## src/hdl/kuramoto_mean_field_step_top_defines.svh

```systemverilog
// Assertion macros for the oscillator swarm step block.
// No dependencies; included by files that carry concurrent checks.
`ifndef KURAMOTO_MEAN_FIELD_STEP_TOP_DEFINES_SVH
`define KURAMOTO_MEAN_FIELD_STEP_TOP_DEFINES_SVH
`ifndef SYNTHESIS
`define KMF_ASSERT(lbl, prop) \
  lbl: assert property (@(posedge clk) disable iff (!rst_n) prop) \
    else $error("kmf assertion failed");
`define KMF_NEVER(lbl, cond) \
  lbl: assert property (@(posedge clk) disable iff (!rst_n) !(cond)) \
    else $error("kmf forbidden condition");
`else
`define KMF_ASSERT(lbl, prop)
`define KMF_NEVER(lbl, cond)
`endif
`endif

```

## src/hdl/kmf_isqrt.sv

```systemverilog
// Bit-pair integer square root of a 32-bit value, one result bit per cycle.
// No dependencies.
module kmf_isqrt (
  input  logic        clk,
  input  logic        rst_n,
  input  logic        start,
  input  logic [31:0] v_in,
  output logic        done,
  output logic [15:0] res
);
  logic        busy_r, busy_nxt, done_r, done_nxt;
  logic [31:0] v_r, v_nxt, res_r, res_nxt, bit_r, bit_nxt, sum;

  always_ff @(posedge clk) begin
    if (!rst_n) begin
      busy_r <= 1'b0;
      done_r <= 1'b0;
    end else begin
      busy_r <= busy_nxt;
      done_r <= done_nxt;
    end
  end

  always_ff @(posedge clk) begin
    v_r   <= v_nxt;
    res_r <= res_nxt;
    bit_r <= bit_nxt;
  end

  always_comb begin
    busy_nxt = busy_r;
    done_nxt = 1'b0;
    v_nxt    = v_r;
    res_nxt  = res_r;
    bit_nxt  = bit_r;
    sum      = res_r + bit_r;
    if (start) begin
      busy_nxt = 1'b1;
      v_nxt    = v_in;
      res_nxt  = '0;
      bit_nxt  = 32'h4000_0000;
    end else if (busy_r) begin
      if (v_r >= sum) begin
        v_nxt   = v_r - sum;
        res_nxt = (res_r >> 1) + bit_r;
      end else begin
        res_nxt = res_r >> 1;
      end
      bit_nxt = bit_r >> 2;
      if (bit_r == 32'd1) begin
        busy_nxt = 1'b0;
        done_nxt = 1'b1;
      end
    end
  end

  assign done = done_r;
  assign res  = res_r[15:0];

endmodule

```

## config.mk

```make
export PLATFORM = sky130hd
export DESIGN_NAME = kmf_isqrt
export DESIGN_NICKNAME = d
export VERILOG_FILES = /design/src/hdl/kuramoto_mean_field_step_top_defines.svh /design/src/hdl/kmf_isqrt.sv
export SDC_FILE = /design/constraint.sdc
export NUM_CORES = 1
export LEC_CHECK = 0
export BUFFER_PORTS_ARGS = -buffer_cell sky130_fd_sc_hd__buf_4
export CORE_ASPECT_RATIO = 0.5
export CORE_MARGIN = 5
export CORE_UTILIZATION = 65
export CTS_CLUSTER_SIZE = 12
export DETAILED_ROUTE_END_ITERATION = 6
export PLACE_DENSITY = 0.85
export SKIP_CTS_REPAIR_TIMING = 1
export SYNTH_ARGS = -nofsm -noshare
export SYNTH_HDL_FRONTEND = slang
export SYNTH_SLANG_ARGS = --single-unit
```

## constraint.sdc

```tcl
create_clock -name clk -period 14.6 [get_ports clk]
set_input_delay 0.73 -clock clk [delete_from_list [all_inputs] [get_ports clk]]
set_output_delay 0.73 -clock clk [all_outputs]
set_load 0.02 [all_outputs]
```

==> impl_metrics.tcl <==
set metrics [dict create \
    status "finished, final reports clean" \
    core_um2 10300 \
    routed_wl_um 17600 \
    fin_nets 972 \
    maxCapViolations 0 \
    yosys_register_bits 82 \
    num_io_pins 52 \
    via_per_inst 6.37 \
    cts_tree "done" \
    vias 6460 \
    syn-cell-area_um2 6990 \
    globalplace.congestion 0.988 \
    timing.rr.end "v_r[29]" \
    period_needed_ns 5.20 \
    finalCritPeriodShare 0.356 \
    diodes 0 \
    synth.area.top_cells "dfxtp_1, edfxtp_1, ha_1, xor2_1, nand2_1" \
    rr_startpoint "res_r[2]" \
    ant_nets 0 \
    tns_ns 0 \
    synth_commonest_cells "nand2_1, nor2_1, a21oi_1" \
    dp_hpwl_um 12900 \
    r2r_slack_ns 9.40 \
    relSlewSlack 0.437 \
    finalSetupViolations 0 \
    dr.pass1.iters 5 \
    htreeDepth 3 \
    synthArstFlopShare 0 \
    syn-num-nets 956 \
    path_max_fanout 32 \
    seqPwrFrac 0.254 \
    pre_cts_ws_ns 9.49 \
    grt_pass1_vias 5980 \
    intPower_uw 820 \
    power_switching_uw 652 \
    wl_per_cell_um 17.4 \
    cp-endpoint "v_r[29]" \
    worst_pin_slew_ns 0.844 \
    port_buffers 51 \
    worstHoldPathType "register to register" \
    drv_slew 0 \
    area_growth_pct 9.62 \
    crit_required_ns 14.58 \
    insertion_delay_ns 0.34 \
    clkPwrFrac 0.171 \
    antenna_found_initial 0 \
    ys_types 62 \
    grt_start_max_net_pins 76 \
    synth_edf_count 32 \
    yosysTopAreaCell "dfxtp_1" \
    crit_path_end_kind "register" \
    reg2reg_depth 17 \
    cts_made_buffers 9 \
    clockBufferDepth 2 \
    start_kind "register" \
    finalHoldViolations 0 \
    finClkSkew_ns 0.00851 \
    dieArea_um2 13000 \
    fp.dieH_um 83.3 \
    critPathKind "register to register" \
    p_comb_frac 0.575 \
    seq_area_frac_synth 0.281 \
    track_usage 0.269 \
    powerDensity_nw_per_um2 192 \
    start_util 0.675 \
    syn_area_per_cell_um2 8.18 \
    cts_root_buf "clkbuf_16" \
    p_leak_uw 0.00301 \
    ir_drop_v 0.0000951 \
    drive_above_1_share 0.104 \
    dpl_cell_area_um2 7330 \
    rsz0062_at_grt "no" \
    synthCells 854 \
    clk_pin_slew_ns 0.06 \
    finalInstanceArea_um2 7660 \
    fin_ws_ns 9.40 \
    yosys.cell_count.top_type "nand2_1" \
    grt_pass1_wl_um 29200 \
    yosys_most_used_dff "dfxtp_1" \
    cts_sinks 82 \
    drc 0 \
    die_w_um 157 \
    ys_warn_count 0 \
    drt_iter0_drc 618 \
    synth_top_area_frac 0.143 \
    swShare 0.443 \
    crit_start "res_r[2]" \
    grt.overflow.total 0 \
    fmax_mhz 192 \
    cp.arrival_ns 5.19 \
    num_rows 26 \
]
[layout make-up]
cell class	count	area (µm²)
multi-input cells	709	4730
fillers	792	2690
flip-flops and latches	82	1960
repair buffers	55	413
clock buffers	12	289
well taps	140	175
inverters	13	48.8
clock inverters	3	41.3
[layer usage]
| layer | up-vias | global-route usage | wire, µm |
|---|---|---|---|
| met2 | 293 | 0.415 | 7750 |
| met3 | 36 | 0.0618 | 1450 |
| met5 | - | 0 | 0 |
| li1 | 3148 | - | - |
| met1 | 2983 | 0.375 | 8080 |
| met4 | 0 | 0.0748 | 329 |
[stage by stage]
step,util,hold WS [ns],instances,total power (µW)
floorplan,-,0.479,854,1030
finish,0.740,0.533,1014,1470
CTS,0.740,0.541,1014,1460
detailed placement,0.708,0.529,999,1200
global route,0.740,0.581,1014,1580
global placement,0.708,0.498,999,1170
[power by group through the flow]
stage                     logic [µW]  registers (µW)  clock network, µW
final                            846             374                252
after detailed placement         823             376                  0
after floorplan                  672             353                  0
after CTS                        831             373                254
after global placement           794             374                  0
after global routing             936             379                264
[flip-flops by register name (all words and copies together), names as in the netlist]
signal  cells
done        1
busy_r      1
bit_r      16
v_r        32
res_r      32
[how the worst min path moves through the flow]
stage,slack [ns],cells after the start,endpoint,from
after floorplan,0.48,2,res_r[0],res_r[0]
after global placement,0.50,2,res_r[0],res_r[0]
after detailed placement,0.53,2,res_r[0],res_r[0]
after CTS,0.54,2,res_r[0],res_r[0]
after global routing,0.58,2,res_r[2],res_r[2]
final,0.53,2,res_r[0],res_r[0]
[critical path: stages (launching register included)]
cell and delay, ns:
dfxtp_1 0.43, ha_1 0.31, a31oi_1 0.33, nor3_1 0.10, nor2_1 0.25, o21ai_1 0.20, a21oi_1 0.35, o21ai_1 0.14
a31oi_1 0.35, o21bai_1 0.13, xnor2_1 0.14, ha_1 0.37, nand2_1 0.14, nor4_1 0.30, nand3_1 0.15, o21a_1 0.46
o21ai_2 0.23, buf_4 0.42
[kinds of logic (layout without fill, tap and decap cells)]
family | after synthesis | in the layout | synth area share
multiplexers | 31 | 31 | 0.0453
AND/OR/NAND/NOR | 265 | 265 | 0.174
AO/OA/AOI/OAI | 272 | 272 | 0.243
flip-flops | 82 | 82 | 0.281
buffers and inverters | 63 | 83 | 0.0435
adder cells (fa/ha/maj) | 67 | 67 | 0.121
XOR/XNOR | 74 | 74 | 0.0928
[placed cells by master, fill, tap and decap left out, types with 26 or more instances in the layout]
cell type,Yosys,routed
o21ai_0,43,43
xnor2_1,27,27
ha_1,66,66
edfxtp_1,32,32
nor2_1,79,79
nand2_1,101,101
o21ai_1,39,37
xor2_1,47,47
a211oi_1,26,26
buf_4,16,55
mux2i_1,26,26
dfxtp_1,50,49
a21oi_1,67,67
No activity file was read; power rests on OpenSTA's default activity.
