## config.mk

```make
export PLATFORM = sky130hd
export DESIGN_NAME = kmf_div
export DESIGN_NICKNAME = d
export VERILOG_FILES = /design/src/hdl/kuramoto_mean_field_step_top_defines.svh /design/src/hdl/kmf_div.sv
export SDC_FILE = /design/constraint.sdc
export NUM_CORES = 1
export LEC_CHECK = 0
export ABC_AREA = 1
export BUFFER_PORTS_ARGS = -buffer_cell sky130_fd_sc_hd__buf_2
export CORE_UTILIZATION = 53
export DETAILED_ROUTE_END_ITERATION = 10
export HOLD_SLACK_MARGIN = 0.05
export PLACE_DENSITY = 0.81
export SYNTH_ARGS = -nofsm -noshare
export SYNTH_HDL_FRONTEND = slang
export SYNTH_SLANG_ARGS = --single-unit
```

## constraint.sdc

```tcl
create_clock -name clk -period 2 [get_ports clk]
set_input_delay 0.2 -clock clk [delete_from_list [all_inputs] [get_ports clk]]
set_output_delay 0.2 -clock clk [all_outputs]
set_load 0.02 [all_outputs]
```

## src/hdl/kuramoto_mean_field_step_top_defines.svh

```systemverilog
// Assertion macros for the oscillator swarm step block.
// No dependencies; included by files that carry concurrent checks.
`ifndef KURAMOTO_MEAN_FIELD_STEP_TOP_DEFINES_SVH
`define KURAMOTO_MEAN_FIELD_STEP_TOP_DEFINES_SVH
`ifndef SYNTHESIS
`define KMF_ASSERT(lbl, prop) \
  lbl: assert property (@(posedge clk) disable iff (!rst_n) prop) \
    else $error("kmf assertion failed");
`define KMF_NEVER(lbl, cond) \
  lbl: assert property (@(posedge clk) disable iff (!rst_n) !(cond)) \
    else $error("kmf forbidden condition");
`else
`define KMF_ASSERT(lbl, prop)
`define KMF_NEVER(lbl, cond)
`endif
`endif

```

## src/hdl/kmf_div.sv

```systemverilog
// Restoring divider, one quotient bit per cycle, unsigned.
// Depends on nothing beyond its parameters.
module kmf_div #(
  parameter int NUM_W = 24,
  parameter int DEN_W = 9
) (
  input  logic             clk,
  input  logic             rst_n,
  input  logic             start,
  input  logic [NUM_W-1:0] num,
  input  logic [DEN_W-1:0] den,
  output logic             done,
  output logic [NUM_W-1:0] quo
);
  localparam int CW = $clog2(NUM_W);

  logic             busy_r, busy_nxt, done_r, done_nxt;
  logic [CW-1:0]    cnt_r, cnt_nxt;
  logic [DEN_W-1:0] rem_r, rem_nxt, den_r, den_nxt;
  logic [NUM_W-1:0] q_r, q_nxt;
  logic [DEN_W:0]   t, diff;
  logic             ge;

  always_ff @(posedge clk) begin
    if (!rst_n) begin
      busy_r <= 1'b0;
      done_r <= 1'b0;
    end else begin
      busy_r <= busy_nxt;
      done_r <= done_nxt;
    end
  end

  always_ff @(posedge clk) begin
    cnt_r <= cnt_nxt;
    rem_r <= rem_nxt;
    den_r <= den_nxt;
    q_r   <= q_nxt;
  end

  always_comb begin
    busy_nxt = busy_r;
    done_nxt = 1'b0;
    cnt_nxt  = cnt_r;
    rem_nxt  = rem_r;
    den_nxt  = den_r;
    q_nxt    = q_r;
    t    = {rem_r, q_r[NUM_W-1]};
    ge   = t >= {1'b0, den_r};
    diff = t - {1'b0, den_r};
    if (start) begin
      busy_nxt = 1'b1;
      cnt_nxt  = '0;
      rem_nxt  = '0;
      den_nxt  = den;
      q_nxt    = num;
    end else if (busy_r) begin
      rem_nxt = ge ? diff[DEN_W-1:0] : t[DEN_W-1:0];
      q_nxt   = {q_r[NUM_W-2:0], ge};
      cnt_nxt = cnt_r + CW'(1);
      if (cnt_r == CW'(NUM_W - 1)) begin
        busy_nxt = 1'b0;
        done_nxt = 1'b1;
      end
    end
  end

  assign done = done_r;
  assign quo  = q_r;

endmodule

```

==> run_summary.xml <==
<?xml version="1.0" encoding="UTF-8"?>
<metrics>
  <group name="clocking">
    <metric name="ctsLongestPathBuffers" unit="">2</metric>
    <metric name="ctsHoldBuffers" unit="">0</metric>
    <metric name="h-tree-depth" unit="">2</metric>
    <metric name="clk_latency_worst_skew_pair" unit="ps">300</metric>
    <metric name="clock_pin_slew_reported_for_the_worst_setup_and_hold_paths_after_clock_tree_synthesis" unit="ps">90</metric>
    <metric name="numCtsBuffers" unit="">5</metric>
    <metric name="tritoncts" unit="">yes</metric>
    <metric name="cts.root.buffer_cell" unit="">clkbuf_8</metric>
    <metric name="cts.sink_count" unit="">49</metric>
  </group>
  <group name="yosys">
    <metric name="post_synth_mux_area_share" unit="">0</metric>
    <metric name="ys_warn_count" unit="">0</metric>
    <metric name="sequential_to_total_area_share_from_yosys_stat" unit="">0.5266</metric>
    <metric name="synth_compound_area_frac" unit="">0.02513</metric>
    <metric name="synth.distinct_cells" unit="">30</metric>
    <metric name="synthesis.area_per_instance" unit="sq um">8.469</metric>
    <metric name="synth_nets" unit="">341</metric>
    <metric name="synth-simple-area-share" unit="">0.3166</metric>
    <metric name="synth_top_family_by_area" unit="">simple AND/OR/NAND/NOR gates</metric>
    <metric name="syn_inst" unit="">294</metric>
    <metric name="yosys_register_bits" unit="">49</metric>
    <metric name="synthXorXnorAreaFrac" unit="">0.01055</metric>
    <metric name="cell_area_after_technology_mapping" unit="sq um">2490</metric>
    <metric name="synth_adder_area_share" unit="">0.05829</metric>
  </group>
  <group name="worst_setup_path">
    <metric name="start_kind" unit="">register</metric>
    <metric name="worst-endpoint-required" unit="ps">2210</metric>
    <metric name="critical_path_class" unit="">reg2reg</metric>
    <metric name="timing.critical_path.fanout_max" unit="">5</metric>
    <metric name="arrival" unit="ps">2090</metric>
    <metric name="end_kind" unit="">register</metric>
  </group>
  <group name="job">
    <metric name="max_cap_viol_count" unit="">0</metric>
  </group>
  <group name="floorplanning">
    <metric name="die_y" unit="um">70.54</metric>
    <metric name="initial_utilization" unit="">0.5602</metric>
    <metric name="core_region_area" unit="sq um">4444</metric>
    <metric name="die_width" unit="um">70.54</metric>
    <metric name="io_pins" unit="">61</metric>
    <metric name="num_rows" unit="">24</metric>
    <metric name="die_area" unit="sq um">4976</metric>
  </group>
  <group name="power">
    <metric name="power.share.sequential" unit="">0.534</metric>
    <metric name="totalPowerFinal" unit="uW">2265</metric>
    <metric name="power-per-cell-area" unit="nW/um^2">743.9</metric>
    <metric name="clkPwrFrac" unit="">0.281</metric>
    <metric name="pwr-share-comb" unit="">0.185</metric>
    <metric name="switchingPower" unit="uW">622.2</metric>
    <metric name="cellInternalPower" unit="uW">1643</metric>
    <metric name="power.switching_fraction" unit="">0.2747</metric>
    <metric name="vdd_ir_drop_max" unit="uV">534.3</metric>
    <metric name="leakage" unit="uW">0.001568</metric>
  </group>
  <group name="layout">
    <metric name="layout.area.seq" unit="sq um">1311</metric>
    <metric name="finalNetCount" unit="">411</metric>
    <metric name="multiInputGateArea" unit="sq um">1052</metric>
    <metric name="insertedDiodeCount" unit="">0</metric>
    <metric name="n_fill_cell" unit="">366</metric>
    <metric name="final_layout_size_suffix_gt1_frac" unit="">0.2603</metric>
    <metric name="finish.instance_area" unit="sq um">3045</metric>
    <metric name="most_common_cell_after_layout_fill_and_taps_aside" unit="">nand2_1</metric>
    <metric name="area_overhead_of_the_layout_relative_to_synthesis" unit="%">22.31</metric>
    <metric name="final_cell_mix" unit="">nand2_1, buf_2, edfxtp_1</metric>
  </group>
  <group name="route">
    <metric name="route.detailed.wl_per_inst" unit="um">12.88</metric>
    <metric name="viasPerCell" unit="">5.005</metric>
    <metric name="final_routed_wirelength_across_all_metal_layers" unit="um">5369</metric>
    <metric name="drc" unit="">0</metric>
    <metric name="detailedRoute.firstPassIterationCount" unit="">5</metric>
    <metric name="total_via_count_in_the_routed_design" unit="">2087</metric>
    <metric name="antenna_violating_nets_post_route" unit="">0</metric>
    <metric name="violation_count_after_the_first_detailed_routing_iteration" unit="">160</metric>
  </group>
  <group name="sta">
    <metric name="worst_slew_slack_as_a_fraction_of_its_limit" unit="">0.7883</metric>
    <metric name="final-setup-viol-count" unit="">0</metric>
    <metric name="timing.final.hold_violations" unit="">0</metric>
    <metric name="period_needed" unit="ps">1880</metric>
    <metric name="tightest_slew" unit="ps">317.6</metric>
    <metric name="fmax" unit="MHz">531.8</metric>
    <metric name="slew_violations" unit="">0</metric>
    <metric name="worst_hold_slack" unit="ps">67.68</metric>
    <metric name="finalCritPeriodShare" unit="">0.9401</metric>
    <metric name="worst_case_clock_skew" unit="ps">5.607</metric>
  </group>
  <group name="grt">
    <metric name="global_route.overflow_total" unit="">0</metric>
    <metric name="grt_pass1_wl" unit="um">9011</metric>
    <metric name="number_of_antenna_violations_at_the_first_check_in_global_routing" unit="">0</metric>
    <metric name="grtUsageTotal" unit="">0.2336</metric>
    <metric name="largest_net_degree_at_the_start_of_global_routing" unit="">26</metric>
    <metric name="first_global_vias" unit="">2000</metric>
  </group>
  <group name="placement">
    <metric name="detailed_placement_wirelength_estimate" unit="um">3936</metric>
    <metric name="numPortBuffers" unit="">60</metric>
    <metric name="routability_congestion" unit="">0.8899</metric>
    <metric name="place_area" unit="sq um">2899</metric>
  </group>
  <group name="hold_path">
    <metric name="worstHoldPathType" unit="">in2reg</metric>
  </group>
  <group name="run_status">
    <metric name="result_of_the_run" unit="">finished clean</metric>
  </group>
</metrics>
[power groups by stage]
| stage | Sequential, uW | Clock (uW) | Combinational [uW] |
|---|---|---|---|
| floorplan | 1290 | 0 | 195 |
| global placement | 1230 | 0 | 395 |
| finish | 1210 | 636 | 419 |
| global route | 1220 | 685 | 462 |
| CTS | 1210 | 643 | 407 |
| detailed placement | 1230 | 0 | 405 |
[registers in the layout (all words and copies together) (netlist names)]
register	cells
busy_r	1
cnt_r	5
quo	24
done	1
rem_r	9
den_r	9
[worst max-delay path: stages, from the launching register on]
cell      delay [ps]
edfxtp_1         400
inv_2             90
ha_4             120
inv_2             40
fa_2             380
nand2_2           90
nand2_4           50
nand3_2           70
nand2_2           80
nand2_4          100
buf_6            120
nand3_1           70
nand3_1          110
nand2_1           50
[cell families (layout without fill, tap and decap cells)]
| group | count (synthesis) | after routing |
|---|---|---|
| and+or+nand+nor | 182 | 182 |
| xor gates and xnor gates | 3 | 3 |
| buffers and inverters | 38 | 109 |
| adders and majority gates | 11 | 11 |
| AOI/OAI and AO/OA | 11 | 11 |
| DFF | 49 | 49 |
[layout make-up]
cell class	count	share of cell area
Inverter	30	0.03698
Multi-Input combinational cell	207	0.3455
Clock inverter	1	0.001643
Tap cell	52	0.02136
Clock buffer	7	0.03164
Timing Repair Buffer	71	0.1323
Sequential cell	49	0.4306
[synthesized netlist by cell type, drive strengths merged]
| cell type | number | area [sq um] |
|---|---|---|
| nand2 | 137 | 529.3 |
| edfxtp | 33 | 991.0 |
| inv | 28 | 105.1 |
| nand3 | 17 | 90.09 |
| dfxtp | 16 | 320.3 |
| nor2 | 13 | 53.80 |
| ha | 10 | 125.1 |
| nand3b | 9 | 67.56 |
| a21oi | 7 | 38.79 |
| buf | 6 | 36.29 |
| nor3 | 3 | 26.28 |
| clkbuf | 2 | 7.510 |
| clkinv | 2 | 7.510 |
| o21ai | 2 | 10.01 |
| xnor2 | 2 | 17.52 |
| a31oi | 1 | 6.260 |
| and3 | 1 | 6.260 |
| fa | 1 | 20.02 |
| nand4 | 1 | 6.260 |
| o211ai | 1 | 7.510 |
| or2 | 1 | 8.760 |
| xor2 | 1 | 8.760 |
[metrics by stage]
step | setup slack, ps | instances | setup TNS [ps] | utilization
final | 119.8 | 417 | 0 | 0.6852
after global routing | -0.08327 | 417 | -0.08327 | 0.6852
after detailed placement | 68.25 | 408 | 0 | 0.6523
after global placement | 137.0 | 408 | 0 | 0.6523
after CTS | 40.85 | 416 | 0 | 0.6751
after floorplan | 52.84 | 294 | 0 | -
[repair_timing]
item | in CTS | in global routing
gates resized for setup | 0 | 10
buffers inserted | 0 | 1
endpoints found under the setup margin | 0 | 10
endpoints found under the hold margin | 0 | 0
[final timing paths]
path	startpoint	endpoint	slack, ps	cells after the start
setup / recovery	quo[23]$_DFFE_PP_	rem_r[0]$_SDFFE_PP0P_	120	13
hold / removal	den[7]	den_r[7]$_DFFE_PP_	70	1
setup reg to reg	quo[23]$_DFFE_PP_	rem_r[0]$_SDFFE_PP0P_	120	13
hold reg to reg	rem_r[7]$_SDFFE_PP0P_	rem_r[7]$_SDFFE_PP0P_	480	2
[routing by layer]
layer	vias to the layer above	track usage	routed length, um
li1	1079	-	-
met1	937	0.3046	2377
met2	65	0.3819	2565
met3	6	0.06980	363
met4	0	0.06889	63
met5	-	0	0
(Power assumes the default switching activity.)
