**config.mk**
```make
export PLATFORM = sky130hd
export DESIGN_NAME = kmf_cordic
export DESIGN_NICKNAME = d
export VERILOG_FILES = /design/src/hdl/kuramoto_mean_field_step_top_defines.svh /design/src/hdl/kmf_pkg.sv /design/src/hdl/kmf_cordic.sv
export SDC_FILE = /design/constraint.sdc
export NUM_CORES = 1
export LEC_CHECK = 0
export ABC_AREA = 1
export ABC_CLOCK_PERIOD_IN_PS = 7100
export BUFFER_PORTS_ARGS = -buffer_cell sky130_fd_sc_hd__buf_4
export CORE_UTILIZATION = 50
export DETAILED_ROUTE_END_ITERATION = 12
export GPL_TIMING_DRIVEN = 0
export PLACE_DENSITY = 0.66
export SKIP_CTS_REPAIR_TIMING = 1
export SLEW_MARGIN = 20
export SYNTH_ARGS = -nofsm -noshare
export SYNTH_HDL_FRONTEND = slang
export SYNTH_SLANG_ARGS = --single-unit
```
**constraint.sdc**
```tcl
create_clock -name clk -period 7.1 [get_ports clk]
set_input_delay 1.065 -clock clk [delete_from_list [all_inputs] [get_ports clk]]
set_output_delay 1.065 -clock clk [all_outputs]
set_load 0.005 [all_outputs]
```
**src/hdl/kuramoto_mean_field_step_top_defines.svh**
```systemverilog
// Assertion macros for the oscillator swarm step block.
// No dependencies; included by files that carry concurrent checks.
`ifndef KURAMOTO_MEAN_FIELD_STEP_TOP_DEFINES_SVH
`define KURAMOTO_MEAN_FIELD_STEP_TOP_DEFINES_SVH
`ifndef SYNTHESIS
`define KMF_ASSERT(lbl, prop) \
  lbl: assert property (@(posedge clk) disable iff (!rst_n) prop) \
    else $error("kmf assertion failed");
`define KMF_NEVER(lbl, cond) \
  lbl: assert property (@(posedge clk) disable iff (!rst_n) !(cond)) \
    else $error("kmf forbidden condition");
`else
`define KMF_ASSERT(lbl, prop)
`define KMF_NEVER(lbl, cond)
`endif
`endif

```
**src/hdl/kmf_pkg.sv**
```systemverilog
// Shared constants, tables, types and helpers for the oscillator swarm step.
// No dependencies.
package kmf_pkg;

  localparam int MAX_OSC_DEF    = 256;
  localparam int PHASE_BITS_DEF = 16;
  localparam int CORDIC_ITERS   = 16;
  localparam int CFG_IDX_W      = 1;
  localparam int CFG_DATA_W     = 16;

  localparam logic [CFG_IDX_W-1:0] CFG_ACTIVE_COUNT  = CFG_IDX_W'(0);
  localparam logic [CFG_IDX_W-1:0] CFG_COH_THRESHOLD = CFG_IDX_W'(1);

  localparam logic [8:0]  ACTIVE_COUNT_RST = 9'd200;
  localparam logic [15:0] COH_THRESH_RST   = 16'd11469;
  localparam logic [31:0] LAST_SEED_RST    = 32'hFFFF_FFFF;

  localparam logic [31:0] CORDIC_GAIN_INV = 32'd652032874;
  localparam logic [31:0] INV_TWO_PI_Q32  = 32'd683565276;
  localparam logic [31:0] SCATTER_STEP    = 32'd273426;
  localparam logic [15:0] Q15_ONE         = 16'd32768;

  // arctan(2^-i) in 2^-32 turn
  localparam logic [31:0] ATAN_TURN [CORDIC_ITERS] = '{
    32'h20000000, 32'h12E4051E, 32'h09FB385B, 32'h051111D4,
    32'h028B0D43, 32'h0145D7E1, 32'h00A2F61E, 32'h00517C55,
    32'h0028BE53, 32'h00145F2F, 32'h000A2F98, 32'h000517CC,
    32'h00028BE6, 32'h000145F3, 32'h0000A2FA, 32'h0000517D
  };

  typedef enum logic [0:0] {CM_ROTATE, CM_VECTOR} kmf_cordic_mode_t;

  typedef enum logic [1:0] {CS_IDLE, CS_ITER, CS_FIN} kmf_cordic_state_t;

  typedef enum logic [4:0] {
    S_IDLE, S_SC_RD, S_SC_WR, S_SUM_RD, S_SUM_ST, S_SUM_WT,
    S_DIV_X, S_DIV_XW, S_DIV_Y, S_DIV_YW, S_SQ_X, S_SQ_Y,
    S_SQRT, S_SQRT_W, S_ATAN, S_ATAN_W, S_KR,
    S_UP_RD, S_UP_ST, S_UP_WT, S_UP_M2, S_UP_WR, S_DONE
  } kmf_state_t;

  typedef struct packed {
    logic             start;
    kmf_cordic_mode_t mode;
    logic [31:0]      angle;
    logic signed [16:0] vx;
    logic signed [16:0] vy;
  } kmf_cordic_req_t;

  typedef struct packed {
    logic               done;
    logic signed [16:0] cos_v;
    logic signed [16:0] sin_v;
    logic [31:0]        z;
  } kmf_cordic_rsp_t;

  function automatic logic [31:0] xorshift32(input logic [31:0] q);
    logic [31:0] t;
    t = q ^ (q << 13);
    t = t ^ (t >> 17);
    t = t ^ (t << 5);
    return t;
  endfunction

endpackage

```
**src/hdl/kmf_cordic.sv**
```systemverilog
// Iterative CORDIC, one micro-rotation per cycle: rotation for sin/cos,
// vectoring for atan2. Depends on kmf_pkg.
module kmf_cordic (
  input  logic                     clk,
  input  logic                     rst_n,
  input  kmf_pkg::kmf_cordic_req_t req,
  output kmf_pkg::kmf_cordic_rsp_t rsp
);
  import kmf_pkg::*;

  localparam logic signed [33:0] QTURN = 34'sd1073741824;
  localparam logic signed [33:0] HTURN = 34'sd2147483648;
  localparam logic signed [33:0] RND   = 34'sd16384;
  localparam logic signed [33:0] ONE   = 34'sd32768;

  kmf_cordic_state_t  cs_r, cs_nxt;
  logic signed [33:0] x_r, x_nxt, y_r, y_nxt, z_r, z_nxt;
  logic [3:0]         it_r, it_nxt;
  kmf_cordic_mode_t   mode_r, mode_nxt;
  logic               neg_r, neg_nxt;
  logic               done_r, done_nxt;
  logic signed [16:0] cos_r, cos_nxt, sin_r, sin_nxt;

  logic signed [33:0] z0, xv, yv, sx, sy, at, cx, cy;
  logic               cw;

  function automatic logic signed [33:0] rnd15(input logic signed [33:0] v);
    if (v >= 0) return (v + RND) >>> 15;
    else return -((-v + RND) >>> 15);
  endfunction

  function automatic logic signed [16:0] sat17(input logic signed [33:0] v);
    if (v > ONE) return 17'(ONE);
    else if (v < -ONE) return 17'(-ONE);
    else return 17'(v);
  endfunction

  always_ff @(posedge clk) begin
    if (!rst_n) begin
      cs_r   <= CS_IDLE;
      done_r <= 1'b0;
    end else begin
      cs_r   <= cs_nxt;
      done_r <= done_nxt;
    end
  end

  always_ff @(posedge clk) begin
    x_r    <= x_nxt;
    y_r    <= y_nxt;
    z_r    <= z_nxt;
    it_r   <= it_nxt;
    mode_r <= mode_nxt;
    neg_r  <= neg_nxt;
    cos_r  <= cos_nxt;
    sin_r  <= sin_nxt;
  end

  always_comb begin
    cs_nxt   = cs_r;
    x_nxt    = x_r;
    y_nxt    = y_r;
    z_nxt    = z_r;
    it_nxt   = it_r;
    mode_nxt = mode_r;
    neg_nxt  = neg_r;
    done_nxt = 1'b0;
    cos_nxt  = cos_r;
    sin_nxt  = sin_r;
    z0 = 34'($signed(req.angle));
    xv = 34'(req.vx) <<< 14;
    yv = 34'(req.vy) <<< 14;
    sx = x_r >>> it_r;
    sy = y_r >>> it_r;
    at = $signed({2'b00, ATAN_TURN[it_r]});
    cw = (mode_r == CM_ROTATE) ? z_r[33] : (y_r > 0);
    cx = rnd15(x_r);
    cy = rnd15(y_r);
    case (cs_r)
      CS_IDLE: begin
        if (req.start) begin
          mode_nxt = req.mode;
          it_nxt   = 4'd0;
          cs_nxt   = CS_ITER;
          if (req.mode == CM_ROTATE) begin
            x_nxt   = 34'(CORDIC_GAIN_INV);
            y_nxt   = 34'sd0;
            neg_nxt = 1'b0;
            z_nxt   = z0;
            // fold into the right half plane
            if (z0 > QTURN) begin
              z_nxt   = z0 - HTURN;
              neg_nxt = 1'b1;
            end else if (z0 < -QTURN) begin
              z_nxt   = z0 + HTURN;
              neg_nxt = 1'b1;
            end
          end else begin
            neg_nxt = 1'b0;
            if (xv < 0) begin
              x_nxt = -xv;
              y_nxt = -yv;
              z_nxt = HTURN;
            end else begin
              x_nxt = xv;
              y_nxt = yv;
              z_nxt = 34'sd0;
            end
          end
        end
      end
      CS_ITER: begin
        if (cw) begin
          x_nxt = x_r + sy;
          y_nxt = y_r - sx;
          z_nxt = z_r + at;
        end else begin
          x_nxt = x_r - sy;
          y_nxt = y_r + sx;
          z_nxt = z_r - at;
        end
        it_nxt = it_r + 4'd1;
        if (it_r == 4'(CORDIC_ITERS - 1)) cs_nxt = CS_FIN;
      end
      CS_FIN: begin
        cos_nxt  = sat17(neg_r ? -cx : cx);
        sin_nxt  = sat17(neg_r ? -cy : cy);
        done_nxt = 1'b1;
        cs_nxt   = CS_IDLE;
      end
      default: cs_nxt = CS_IDLE;
    endcase
  end

  assign rsp.done  = done_r;
  assign rsp.cos_v = cos_r;
  assign rsp.sin_v = sin_r;
  assign rsp.z     = z_r[31:0];

endmodule

```
==> results.md <==
* Status: finished clean
* Post-detail-place hpwl at about 73 mm
* Setup TNS at 0 ps
* Crit path kind: reg2reg
* GRT overflow at 0
* Max Root-Sink Buffers at 2
* Area added between synthesis and finish at 10.76%
* Area of the multi-input gates at 16180 um2
* Clock Tree Root: clkbuf_16
* I/O pins at between 100 and 150
* Routability cong. at 1.047
* Pleak at ~12 nW
* Mapped cell area at approximately 23000 um2
* Largest net degree at the start of global routing at 42
* Syn_nets at between 4000 and 5000
* Critical path's slowest cell: edfxtp_1
* H-tree depth at 4
* CTS tree: built
* FF-to-FF path depth at 30
* DR vias at 25970
* DR vias/cell at between 5 and 6
* First-pass GRT wire length at approximately 140 mm
* Worst-path fanout max at 10
* Worst hold path type: reg2reg
* Die Y at roughly 220 um
* Worst Clk Skew at between 15 and 20 ps
* Mapped Avg Cell Area at approximately 6 um2
* Area of the core at 45280 um2
* Cell repeated most along the worst path: nand2_1
* Drt drc at 0
* Slew Limit Fails at 0
* Setup violators final at 0
* Die area at about 47000 um2
* Final antenna-violating net count at 0
* Commonest non-fill, non-tap cell in the layout: nand2_1
* Max IR drop VDD at between 150 and 200 uV
* Final Core Density at 56.08%
* Wire length per cell at between 15 and 20 um
* Gr usage total at 37.65%
* Routed WL at about 90 mm
* PortBufs at 135
* ANT cells at 0
* Net count, final at approximately 4200
* Worst Setup End Kind: flip-flop
* Power density cells at 373.3 nW/um2
* Slew headroom at a little under a fifth
* CTS Sinks at ~150
* Netlist cell types at 69
* Ratio of cells with drive above 1 in the final layout at 10.52%
* Number of synthesized flops with an enable pin at between 100 and 150
* Ys async rst share at 0%
* Worst path required time at approximately 7400 ps
* Initial antenna violation count at 0
* Die extent in x at between 200 and 250 um
* CTS clk-pin slew, worst paths at approximately 80 ps
* Post-Syn Instances at between 3000 and 4000
* Seq cells post-synth at ~150
* DRT iter0 DRCs at roughly 2100
* RSZ-0062 raised after global routing: false
* Slowest stage delay, CP at about 630 ps
* Startpoint types: flip-flop
* FP Rows at slightly below 80
* Clock Latency Late Sink at between 500 and 600 ps
* Number of global-route vias before repair at ~24000
* Final Hold Viols at 0
* Tcrit/Tclk final at between 90% and 100%
* Fin crit period at 6682 ps
* Starting density of the core at between 50% and 60%
* Sequential area share after synthesis at around a fifth
* Filler cell count in the final layout at 4776
* Commonest cells after routing, fill and taps aside: nand2_1, nor2_1, inv_1
* Worst Tran Pin Value at approximately 1200 ps
* Critical Path AT at ~7000 ps
* Reg area at 4324 um2
* Yosys Warn Count at 0
* DR pass1 iterations at 5
* Max-capacitance violation count at 0
* Post-synth top flop: edfxtp_1
* Fmax at between 0.1 and 0.15 GHz
* WHS Path Cells at 1
* TritonCTS buffer count at 17
-- worst max-delay path: cells and delay by family (launching register included) --
kind                     cells  cell delay, ps
AO/OA/AOI/OAI                8            1950
AND/OR/NAND/NOR             14            1800
buffers and inverters        5            1280
flip-flops                   1             630
adder cells (fa/ha/maj)      1             370
XOR/XNOR                     2             330
-- layer usage --
layer	global-route usage (%)	wire (um)
met4	22.11	5382
met5	0	0
met3	4.940	5936
met1	47.19	37100
met2	61.82	40320
-- registers in the layout (all words and copies together) (netlist names), 2 cells and up --
register  count
x_r          34
y_r          34
z_r          34
cos_r        17
sin_r        17
it_r          4
cs_r          2
-- per-stage QoR --
stage / hold slack [ps] / cell area, um2 / setup slack (ps) / cells / power [mW]
global route: 572.6 / 25390 / 21.31 / 4601 / 10.30
finish: 550.6 / 25390 / 418.1 / 4601 / 9.481
CTS: 550.2 / 25350 / -197.3 / 4598 / 9.335
floorplan: 445.1 / 22930 / 1863 / 3828 / 6.486
global placement: 479.8 / 24690 / -99.89 / 4563 / 8.301
detailed placement: 534.9 / 24780 / -157.4 / 4566 / 8.319
-- power breakdown --
| group | switching (mW) | internal [mW] | total (mW) |
|---|---|---|---|
| clock network | 0.483 | 0.491 | 0.974 |
| logic | 4.64 | 2.34 | 6.98 |
| registers | 0.314 | 1.21 | 1.52 |
| total | 5.44 | 4.04 | 9.48 |
-- cells by family after synthesis --
family | Yosys count | share of synthesized area, %
buffers and inverters | 576 | 10.70
adder cells (fa/ha/maj) | 122 | 6.756
AND/OR/NAND/NOR | 2126 | 39.84
multiplexers | 51 | 2.227
flip-flops | 145 | 18.86
XOR/XNOR | 144 | 5.501
AO/OA/AOI/OAI | 664 | 16.12
-- synthesized netlist by cell type (7+ instances only) --
cell         n  area [um2]
o21a_1      23       172.7
nand2_2     37       231.5
nand4_1     49       306.5
o21ai_0    313        1567
o211ai_1    21       157.7
mux2i_1     51       510.5
nor4_1      17       106.4
buf_2       37       185.2
ha_1       119        1489
nor3_1      47       235.2
nand3_2      8       80.08
nand3b_1    10       75.07
clkbuf_1    53       198.9
inv_2       10       37.54
buf_4       43       322.8
nand3_1    289        1446
nor2_2      54       337.8
o21ai_1      9       45.04
a21oi_1    184       920.9
buf_6       11       123.9
inv_1      405        1520
a31oi_1     29       181.4
or2_2       11       68.82
edfxtp_1   142        4264
nand2_1   1115        4185
o31ai_1     11       82.58
a21boi_0     7       52.55
nor2_4      14       157.7
xnor2_1     57       499.2
nor2_1     454        1704
buf_1       12       45.04
xor2_1      87       762.0
o22ai_1     28       175.2
-- layout make-up --
class	instances	area share [%]
multi-input cells	3107	63.70
inverters	420	6.238
clock buffers	17	1.675
flip-flops and latches	145	17.03
clock inverters	15	0.5863
repair buffers	141	4.346
plain buffers	156	3.474
well taps	600	2.956
-- path summary, 6_finish.rpt --
kind         slack (ps)      end  startpoint
max reg2reg         420  x_r[29]     y_r[22]
max                 420  x_r[29]     y_r[22]
min reg2reg         550   done_r     cs_r[0]
min                 550   done_r     cs_r[0]
(Power assumes the default switching activity.)
